[config.mk]
export PLATFORM = sky130hd
export DESIGN_NAME = buddy_block_allocator_core
export DESIGN_NICKNAME = d
export VERILOG_FILES = /design/src/rtl/bba_pkg.sv /design/src/rtl/bba_state_ram.sv /design/src/rtl/buddy_block_allocator_core.sv
export SDC_FILE = /design/constraint.sdc
export NUM_CORES = 1
export LEC_CHECK = 0
export ABC_AREA = 1
export BUFFER_PORTS_ARGS = -buffer_cell sky130_fd_sc_hd__buf_4
export CAP_MARGIN = 20
export CORE_UTILIZATION = 46
export CTS_CLUSTER_DIAMETER = 50
export DETAILED_ROUTE_END_ITERATION = 7
export SKIP_CTS_REPAIR_TIMING = 1
export SLEW_MARGIN = 10
export SYNTH_ARGS = -nofsm -noshare
export SYNTH_HDL_FRONTEND = slang
export SYNTH_SLANG_ARGS = --single-unit
[constraint.sdc]
create_clock -name clk -period 12.7 [get_ports clk]
set_input_delay 2.54 -clock clk [delete_from_list [all_inputs] [get_ports clk]]
set_output_delay 2.54 -clock clk [all_outputs]
set_load 0.005 [all_outputs]
[src/rtl/bba_pkg.sv]
// Shared types and constants for the buddy block allocator.
// No dependencies.
package bba_pkg;

  localparam int unsigned PoolWords = 128;
  localparam int unsigned OffW      = $clog2(PoolWords);
  localparam int unsigned TopClass  = OffW;
  localparam int unsigned ClassW    = 3;

  typedef enum logic [0:0] {
    CMD_ALLOC   = 1'b0,
    CMD_RELEASE = 1'b1
  } cmd_t;

  typedef enum logic [1:0] {
    ST_OK        = 2'd0,
    ST_ALLOC_ERR = 2'd1,
    ST_BAD_REL   = 2'd2
  } status_t;

  typedef struct packed {
    logic        command;
    logic [15:0] request_bytes;
    logic [15:0] release_addr;
  } in_item_t;

  typedef struct packed {
    logic [1:0]  status;
    logic [15:0] granted_addr;
  } out_item_t;

  // One word of block state: start flag, used flag, class.
  typedef struct packed {
    logic              start;
    logic              used;
    logic [ClassW-1:0] cls;
  } blk_t;

endpackage

[src/rtl/bba_state_ram.sv]
// Single-port-write, single-read block state memory with registered read.
// Depends on bba_pkg.
module bba_state_ram (
  input  logic                       clk,
  input  logic                       we,
  input  logic [bba_pkg::OffW-1:0]   waddr,
  input  bba_pkg::blk_t              wdata,
  input  logic [bba_pkg::OffW-1:0]   raddr,
  output bba_pkg::blk_t              rdata
);

  bba_pkg::blk_t mem [bba_pkg::PoolWords];

  // Write, then register the read word
  always_ff @(posedge clk) begin
    if (we) begin
      mem[waddr] <= wdata;
    end
    rdata <= mem[raddr];
  end

endmodule

[src/rtl/buddy_block_allocator_core.sv]
// Buddy block allocator core: top level.
// Depends on bba_pkg and bba_state_ram.
//
// Use: pulse start with in_item while busy is low. busy rises the next
// cycle and stays high until the result is shown. The result appears on
// out_item for one cycle with out_valid high; it cannot be held off.
// cfg_we / cfg_wdata write header_bytes (reset 32); the user must do so
// only while the block is idle, as the block itself does not enforce it.
//
// Block state lives in one 128-entry memory with registered read. After
// reset a clearing pass writes every word (busy high), putting the whole
// pool in one free block at word 0. Allocate: a scan reads every word once
// to find the smallest lowest free block, then one write per split step
// and one to mark it. Release: read and check the block, then per merge
// step one buddy read and two writes (up to 7 steps). One transaction at a
// time: a new request is taken only while busy is low.
module buddy_block_allocator_core (
  input  logic                clk,
  input  logic                rst_n,
  input  logic                start,
  input  bba_pkg::in_item_t   in_item,
  output logic                busy,
  output logic                out_valid,
  output bba_pkg::out_item_t  out_item,
  input  logic                cfg_we,
  input  logic [6:0]          cfg_wdata
);

  localparam int unsigned OW = bba_pkg::OffW;
  localparam int unsigned CW = bba_pkg::ClassW;

  typedef enum logic [9:0] {
    S_CLEAR  = 10'b0000000001,
    S_IDLE   = 10'b0000000010,
    S_SCAN   = 10'b0000000100,
    S_SPLIT  = 10'b0000001000,
    S_RCHK   = 10'b0000010000,
    S_RWAIT  = 10'b0000100000,
    S_MREQ   = 10'b0001000000,
    S_MCHK   = 10'b0010000000,
    S_MHI    = 10'b0100000000,
    S_DONE   = 10'b1000000000
  } state_t;

  state_t state_r, state_nxt;

  logic [6:0]    hdr_r;
  logic [OW:0]   cnt_r, cnt_nxt;      // scan / clear counter, one bit wider for end
  logic [OW-1:0] off_r, off_nxt;      // working offset
  logic [CW-1:0] cls_r, cls_nxt;      // working class
  logic [CW-1:0] need_r, need_nxt;
  logic          found_r, found_nxt;
  logic [OW-1:0] prev_r;              // offset of word being returned by memory
  logic          pvld_r;
  logic [1:0]    stat_r, stat_nxt;
  logic [15:0]   addr_r, addr_nxt;
  logic          ov_r;

  logic          we;
  logic [OW-1:0] waddr, raddr;
  bba_pkg::blk_t wdata, rdata;

  bba_state_ram u_ram (
    .clk   (clk),
    .we    (we),
    .waddr (waddr),
    .wdata (wdata),
    .raddr (raddr),
    .rdata (rdata)
  );

  // Class needed for an allocate
  logic [17:0] words_w;
  logic [CW:0] need_w;
  always_comb begin
    words_w = (18'(in_item.request_bytes) + 18'(hdr_r) + 18'd3) >> 2;
    need_w  = '0;
    for (int i = 0; i < 17; i++) begin
      if ((18'd1 << i) < words_w) begin
        need_w = (CW+1)'(i + 1);
      end
    end
  end

  // Release address decode
  logic [15:0] rel_sub;
  logic        rel_ok;
  always_comb begin
    rel_sub = in_item.release_addr - 16'(hdr_r);
    rel_ok  = (in_item.release_addr >= 16'(hdr_r)) && (rel_sub[1:0] == 2'b00)
              && (rel_sub[15:2] < 14'(bba_pkg::PoolWords));
  end

  logic [OW-1:0] bud;
  assign bud = off_r ^ OW'(1 << cls_r);

  // Control
  always_comb begin
    state_nxt = state_r;
    cnt_nxt   = cnt_r;
    off_nxt   = off_r;
    cls_nxt   = cls_r;
    need_nxt  = need_r;
    found_nxt = found_r;
    stat_nxt  = stat_r;
    addr_nxt  = addr_r;
    we        = 1'b0;
    waddr     = off_r;
    wdata     = '0;
    raddr     = cnt_r[OW-1:0];
    case (state_r)
      S_CLEAR: begin
        we    = 1'b1;
        waddr = cnt_r[OW-1:0];
        if (cnt_r[OW-1:0] == '0) begin
          wdata = '{start: 1'b1, used: 1'b0, cls: CW'(bba_pkg::TopClass)};
        end
        cnt_nxt = cnt_r + 1'b1;
        if (cnt_r[OW-1:0] == OW'(bba_pkg::PoolWords - 1)) begin
          state_nxt = S_IDLE;
        end
      end
      S_IDLE: begin
        cnt_nxt   = '0;
        found_nxt = 1'b0;
        addr_nxt  = '0;
        if (start) begin
          if (in_item.command == bba_pkg::CMD_ALLOC) begin
            need_nxt = need_w[CW-1:0];
            if (in_item.request_bytes == '0 || need_w > (CW+1)'(bba_pkg::TopClass)) begin
              stat_nxt  = bba_pkg::ST_ALLOC_ERR;
              state_nxt = S_DONE;
            end else begin
              state_nxt = S_SCAN;
            end
          end else if (!rel_ok) begin
            stat_nxt  = bba_pkg::ST_BAD_REL;
            state_nxt = S_DONE;
          end else begin
            off_nxt   = rel_sub[OW+1:2];
            state_nxt = S_RWAIT;
          end
        end
      end
      S_SCAN: begin
        // Issue reads for every word; examine the word read last cycle
        raddr = cnt_r[OW-1:0];
        if (!cnt_r[OW]) begin
          cnt_nxt = cnt_r + 1'b1;
        end
        if (pvld_r && rdata.start && !rdata.used && rdata.cls >= need_r &&
            (!found_r || rdata.cls < cls_r)) begin
          found_nxt = 1'b1;
          off_nxt   = prev_r;
          cls_nxt   = rdata.cls;
        end
        if (!pvld_r && cnt_r[OW]) begin
          if (found_r) begin
            state_nxt = S_SPLIT;
          end else begin
            stat_nxt  = bba_pkg::ST_ALLOC_ERR;
            state_nxt = S_DONE;
          end
        end
      end
      S_SPLIT: begin
        // One upper half per cycle, then mark the block used
        we = 1'b1;
        if (cls_r > need_r) begin
          waddr   = off_r + OW'(1 << (cls_r - 1'b1));
          wdata   = '{start: 1'b1, used: 1'b0, cls: cls_r - 1'b1};
          cls_nxt = cls_r - 1'b1;
        end else begin
          waddr     = off_r;
          wdata     = '{start: 1'b1, used: 1'b1, cls: cls_r};
          stat_nxt  = bba_pkg::ST_OK;
          addr_nxt  = 16'({off_r, 2'b00}) + 16'(hdr_r);
          state_nxt = S_DONE;
        end
      end
      S_RWAIT: begin
        raddr     = off_r;
        state_nxt = S_RCHK;
      end
      S_RCHK: begin
        if (!rdata.start || !rdata.used) begin
          stat_nxt  = bba_pkg::ST_BAD_REL;
          state_nxt = S_DONE;
        end else begin
          we        = 1'b1;
          waddr     = off_r;
          wdata     = '{start: 1'b1, used: 1'b0, cls: rdata.cls};
          cls_nxt   = rdata.cls;
          stat_nxt  = bba_pkg::ST_OK;
          state_nxt = S_MREQ;
        end
      end
      S_MREQ: begin
        raddr = bud;
        if (cls_r >= CW'(bba_pkg::TopClass)) begin
          state_nxt = S_DONE;
        end else begin
          state_nxt = S_MCHK;
        end
      end
      S_MCHK: begin
        if (!rdata.start || rdata.used || rdata.cls != cls_r) begin
          state_nxt = S_DONE;
        end else begin
          // Clear the upper of the pair
          we        = 1'b1;
          waddr     = (off_r < bud) ? bud : off_r;
          wdata     = '0;
          off_nxt   = (off_r < bud) ? off_r : bud;
          state_nxt = S_MHI;
        end
      end
      S_MHI: begin
        // Write the merged block at the lower offset
        we        = 1'b1;
        waddr     = off_r;
        wdata     = '{start: 1'b1, used: 1'b0, cls: cls_r + 1'b1};
        cls_nxt   = cls_r + 1'b1;
        state_nxt = S_MREQ;
      end
      S_DONE: begin
        state_nxt = S_IDLE;
      end
      default: begin
        state_nxt = S_IDLE;
      end
    endcase
  end

  // Advance state
  always_ff @(posedge clk) begin
    if (!rst_n) begin
      state_r <= S_CLEAR;
      cnt_r   <= '0;
      hdr_r   <= 7'd32;
      pvld_r  <= 1'b0;
      ov_r    <= 1'b0;
      found_r <= 1'b0;
    end else begin
      state_r <= state_nxt;
      cnt_r   <= cnt_nxt;
      found_r <= found_nxt;
      pvld_r  <= (state_r == S_SCAN) && !cnt_r[OW];
      ov_r    <= (state_r == S_DONE);
      if (cfg_we) begin
        hdr_r <= cfg_wdata;
      end
    end
  end

  // Hold payload
  always_ff @(posedge clk) begin
    off_r  <= off_nxt;
    cls_r  <= cls_nxt;
    need_r <= need_nxt;
    stat_r <= stat_nxt;
    addr_r <= (stat_nxt == bba_pkg::ST_OK) ? addr_nxt : 16'd0;
    prev_r <= cnt_r[OW-1:0];
  end

  assign busy      = (state_r != S_IDLE);
  assign out_valid = ov_r;
  assign out_item  = '{status: stat_r, granted_addr: addr_r};

endmodule
# --- After elaboration in Yosys (flattened, before gate mapping) ---
# Memories as Yosys holds them, arrays and structs flattened. A register that Yosys moved wholly into a read port is not among the register bits.
# Cells that the tools add are included.
totals:
  ramBits: 640
  inputBits: 44
  output_inout_bits: 20
  wordCells: 180
  regBits: 66
  memories: 1
mem_list:
  columns: ["memory", "words", "width", "read_ports", "rd_clocked_by_memory_dff", "wr", "line_no", "text"]
  rows:
  - ["u_ram.mem", 128, 5, 1, 1, 1, "bba_state_ram.sv:12", "bba_pkg::blk_t mem [bba_pkg::PoolWords];"]
op_classes:
  n_reduce_logical: 35
  n_mux: 69
  shift: 2
  eq_ne: 25
  order_cmp: 25
  n_addsub: 8
  bitwise_logic: 2
ops:
  columns: ["op", "count"]
  rows:
  - ["10-bit two-way mux", 11]
  - ["10-bit case mux with 9 select lines", 1]
  - ["4-bit two-way mux", 16]
  - ["7-bit two-way mux", 9]
  - ["7-bit case mux with 3 select lines", 2]
  - ["16-bit case mux with 2 select lines", 1]
  - ["2-bit != test, second input constant", 12]
  - ["8-bit case mux with 3 select lines", 1]
  - ["5-bit case mux with 4 select lines", 1]
  - ["17-bit by 2-bit adder with 18-bit output, second input constant", 1]
  - ["2-bit two-way mux", 9]
  - ["16-bit by 7-bit adder with 17-bit output", 1]
  - ["17-bit by 16-bit < comparator with 1-bit output, first input constant", 1]
  - ["16-bit by 7-bit >= comparator with 1-bit output", 1]
  - ["16-bit zero test", 1]
  - ["1-bit by 16-bit < comparator with 1-bit output, first input constant", 1]
  - ["10-bit by 16-bit < comparator with 1-bit output, first input constant", 1]
  - ["11-bit by 16-bit < comparator with 1-bit output, first input constant", 1]
  - ["12-bit by 16-bit < comparator with 1-bit output, first input constant", 1]
  - ["13-bit by 16-bit < comparator with 1-bit output, first input constant", 1]
  - ["14-bit by 16-bit < comparator with 1-bit output, first input constant", 1]
  - ["15-bit by 16-bit < comparator with 1-bit output, first input constant", 1]
  - ["16-bit < comparator, first input constant", 1]
  - ["2-bit by 16-bit < comparator with 1-bit output, first input constant", 1]
  - ["other kinds (59)", 89]

# --- Depth between registers and ports, before layout ---
logic_depth:
  ltp_word: 27
  mapped_depth: 25
  ltp_nobuf: 25

# --- Cells and area by module ---
# A second synthesis with hierarchy kept.
hier_totals:
  hier_cells: 3217
  area_unflattened_um2: 32805.2
by_module_without_submodules:
  columns: ["mod", "instances", "area_per_inst_um2", "seq_area_each_um2", "cells_per_inst"]
  rows:
  - ["bba_state_ram", 1, 26696.9, 19318.5, 2308]
  - ["buddy_block_allocator_core", 1, 6108.4, 1331.3, 909]

# --- Worst setup path after synthesis ---
# OpenSTA, ideal clock, no wires.
synth_path:
  kind: "register to register"
  startpoint: "register cls_r[0]"
  endpoint: "memory u_ram.mem[0][2] (netlist bit) (data pin)"
  stages_incl_launch_ff: 9
  period_less_slack_ns: 7.538
  required_ns: 11.503
  arrival_time_ns: 6.341
  slack_ns: 5.162
  n_path_buf: 0
  setup_ns: 1.197
  cell_sequence: "edfxtp_1 inv_1 ha_1 inv_1 nand3_1 a32oi_2 nor2_4 inv_1 o21ai_0"
synth_rtl:
  columns: ["element", "line_no", "text"]
  rows:
  - ["start: declaration", "buddy_block_allocator_core.sv:50", "logic [CW-1:0] cls_r, cls_nxt;"]
  - ["start signal: assignment", "buddy_block_allocator_core.sv:259", "cls_r <= cls_nxt;"]
  - ["end: declaration", "bba_state_ram.sv:12", null]

# --- Worst setup path in the final report ---
layout_path:
  startpoint: "register cls_r[0]"
  endpoint: "register, netlist name u_ram.rdata[4]"
layout_between:
  elab_chain_cells: 3
layout_lines:
  columns: ["element", "line_no", "text"]
  rows:
  - ["1-bit by 3-bit << shifter with 7-bit output", "buddy_block_allocator_core.sv:95", "assign bud = off_r ^ OW'(1 << cls_r);"]
  - ["7-bit bitwise XOR", "buddy_block_allocator_core.sv:95", null]
  - ["7-bit case mux with 2 select lines", "buddy_block_allocator_core.sv:111", "case (state_r)"]
# No other way between the ends.
# A chain may end at the register's enable or synchronous reset.

==> impl_metrics.tcl <==
set metrics [dict create \
    ys.flop_type "edfxtp_1" \
    hpwl_um 54100 \
    drive_above_1_share 0.0851 \
    synth-edff-count 653 \
    ios 64 \
    tightest_slew_ns 1.00 \
    worst_path_largest_cell_delay_ns 0.73 \
    max_freq_mhz 182 \
    period_share 0.432 \
    worst_slack_ns 7.22 \
    grt_max_degree 211 \
    report.final.hold_viol_count 0 \
    fp.dieW_um 274 \
    drt-total-wl_um 88900 \
    final-setup-viol-count 0 \
    area_delta_synth_final_pct 11.4 \
    start_util 0.465 \
    drcViolationCount 0 \
    worst-r2r-setup-slack_ns 7.22 \
    cp_cell_sequence "inv_1, ha_1, inv_1, nor2_1, ha_1, nand3b_1, nand2_1, inv_2, buf_4, nand2_8, inv_4, buf_4, nand2_1, nand3_1, nand3_1, nand3_1, nand3_1, nand3_1, nand2_1, nand2_1, nand2_1" \
    clkSlewWorstSetupHoldPaths_ns 0.06 \
    p_per_area_mw_per_mm2 208 \
    gp_congestion 0.911 \
    peakVddDrop_uv 152 \
    portBuffers 57 \
    min_period_ns 5.48 \
    nets 3599 \
    yosys.area.top_type_share 0.577 \
    die_area_mm2 0.0750 \
    grt_pass1_vias 23100 \
    worst-path-max-fanout 113 \
    h-tree-depth 3 \
    leakage_nw 15.2 \
    slew_headroom 0.333 \
    cp.buffers_inverters 6 \
    place_ws_ns 7.09 \
    hold_ws_ns 0.412 \
    setup_tns_ns 0 \
    outcome "finished, final reports clean" \
    crit_slowest_cell "inv_4" \
    rsz0062_at_grt "no" \
    worstSetupPathType "flip-flop to flip-flop" \
    drt-initial-drc-count 2116 \
    end_kind "flip-flop" \
    yosysTopAreaCell "edfxtp_1" \
    yosysWarnings 0 \
    syn_avg_cell_area_um2 9.77 \
    hp-class "flip-flop to flip-flop" \
    wl_per_cell_um 19.7 \
    synth.ff_latch_count 705 \
    async_flop_share 0 \
    die_y_um 274 \
    synth_cell_types 59 \
    critical-path-top-delay-family "buffers and inverters" \
    antenna_found_initial 0 \
    cap_violations 0 \
    netlist_area_mm2 0.0340 \
    numCtsBuffers 85 \
    placed_cell_area_mm2 0.0352 \
    clockRootBuffer "clkbuf_16" \
    grt_overflow_total 0 \
    synth.area.top_cells "edfxtp_1 58%, nand2_1 8.7%, nand3_1 7.8%" \
    finalInstanceArea_mm2 0.0379 \
    num_rows 99 \
    cts_tree "built" \
    num_vias 24200 \
    dr.pass1.iters 5 \
    clockBufferDepth 3 \
    worstPathArrival_ns 5.99 \
    core_area_mm2 0.0731 \
    finalCoreUtilization 0.518 \
    worstPathRequired_ns 13.21 \
    grt_pass1_wl_um 137000 \
    grt_usage 0.240 \
    ant_nets 0 \
    fin_skew_ns 0.0324 \
    startpoint_type "flip-flop" \
    antenna_cells_inserted 0 \
    clock_sinks 705 \
    drv_slew 0 \
    viasPerCell 5.36 \
    syn_inst 3478 \
    yosysSeqAreaShare 0.608 \
    insertion_delay_ns 0.63 \
]
-- path summary, 6_finish.rpt --
check	end	startpoint	cells past startpoint
hold / removal	prev_r[1]	cnt_r[1]	0
setup / recovery	u_ram.rdata[4]	cls_r[0]	21
hold reg to reg	prev_r[1]	cnt_r[1]	0
setup reg to reg	u_ram.rdata[4]	cls_r[0]	21
-- report_power, final --
group	leakage [nW]	internal (W)	switching, W
registers	6.31	0.00305	0.0000671
clock network	1.28	0.00137	0.000950
logic	7.62	0.000552	0.00188
-- kinds of logic (layout without fill, tap and decap cells) --
| family | count (synthesis) | in the layout | share of synthesized area |
|---|---|---|---|
| compound gates | 296 | 296 | 0.0582 |
| simple gates | 1693 | 1693 | 0.224 |
| other cells | 1 | 6 | 0.000110 |
| xor+xnor | 18 | 18 | 0.00464 |
| flops | 705 | 705 | 0.608 |
| buf+inv | 707 | 786 | 0.0837 |
| fa+ha+maj | 58 | 58 | 0.0222 |
-- cells in the mapped netlist (5+ instances only) --
| cell | count |
|---|---|
| buf_2 | 88 |
| o211ai_1 | 124 |
| or2_2 | 20 |
| nand2_1 | 785 |
| buf_4 | 17 |
| edfxtp_1 | 653 |
| o21ai_0 | 60 |
| nand3b_1 | 55 |
| nor4_1 | 8 |
| o221ai_1 | 7 |
| a22oi_1 | 5 |
| nand4_1 | 13 |
| a21oi_1 | 49 |
| xnor2_1 | 7 |
| inv_1 | 526 |
| buf_1 | 11 |
| nand3_1 | 533 |
| clkbuf_1 | 42 |
| xor2_1 | 11 |
| dfxtp_1 | 52 |
| nand2_2 | 11 |
| a31oi_1 | 7 |
| inv_2 | 19 |
| a211oi_1 | 8 |
| nor2_1 | 209 |
| nor3_1 | 22 |
| nand3_2 | 11 |
| ha_1 | 54 |
| nor2_4 | 5 |
| nor2_2 | 9 |
-- layout make-up --
type,instances,area (um2)
fill,6646,35200
sequential,705,20600
multi-input combinational,2071,10600
clock buffer,106,2250
inverter,547,2060
tap,959,1200
timing repair buffer,87,666
clock inverter,46,425
-- flip-flops by register name, summed over array words and instances (netlist names) --
name / cells
u_ram.mem: 640
addr_r: 10
found_r: 1
prev_r: 7
need_r: 3
state_r: 10
u_ram.rdata: 5
pvld_r: 1
out_valid: 1
stat_r: 2
hdr_r: 7
cls_r: 3
off_r: 7
cnt_r: 8
-- through the flow --
stage | power [W] | instances
finish | 0.00786 | 4521
global route | 0.00824 | 4521
CTS | 0.00790 | 4520
detailed placement | 0.00558 | 4368
global placement | 0.00557 | 4368
floorplan | 0.00478 | 3483
-- metal layers --
| metal | track usage | routed length, um |
|---|---|---|
| met1 | 0.339 | 39800 |
| met2 | 0.377 | 41100 |
| met3 | 0.0454 | 6160 |
| met4 | 0.0678 | 1910 |
| met5 | 0 | 0 |
-- placed cells by master, fill, tap and decap left out, drive strengths merged, types with 7 or more instances in the layout --
cell | netlist | final
clkbuf | 42 | 107
nand2 | 797 | 797
o21ai | 66 | 66
clkinvlp | 0 | 8
or2 | 21 | 21
clkinv | 1 | 26
a21oi | 53 | 53
edfxtp | 653 | 653
ha | 54 | 54
nor3 | 23 | 23
o221ai | 7 | 7
dfxtp | 52 | 52
o211ai | 124 | 124
nor4 | 8 | 8
nand3b | 55 | 55
a31oi | 7 | 7
xor2 | 11 | 11
buf | 118 | 86
xnor2 | 7 | 7
inv | 546 | 554
nand4 | 13 | 13
nand3 | 546 | 546
a211oi | 8 | 8
nor2 | 224 | 224
Power figures use the tool's default switching activity.
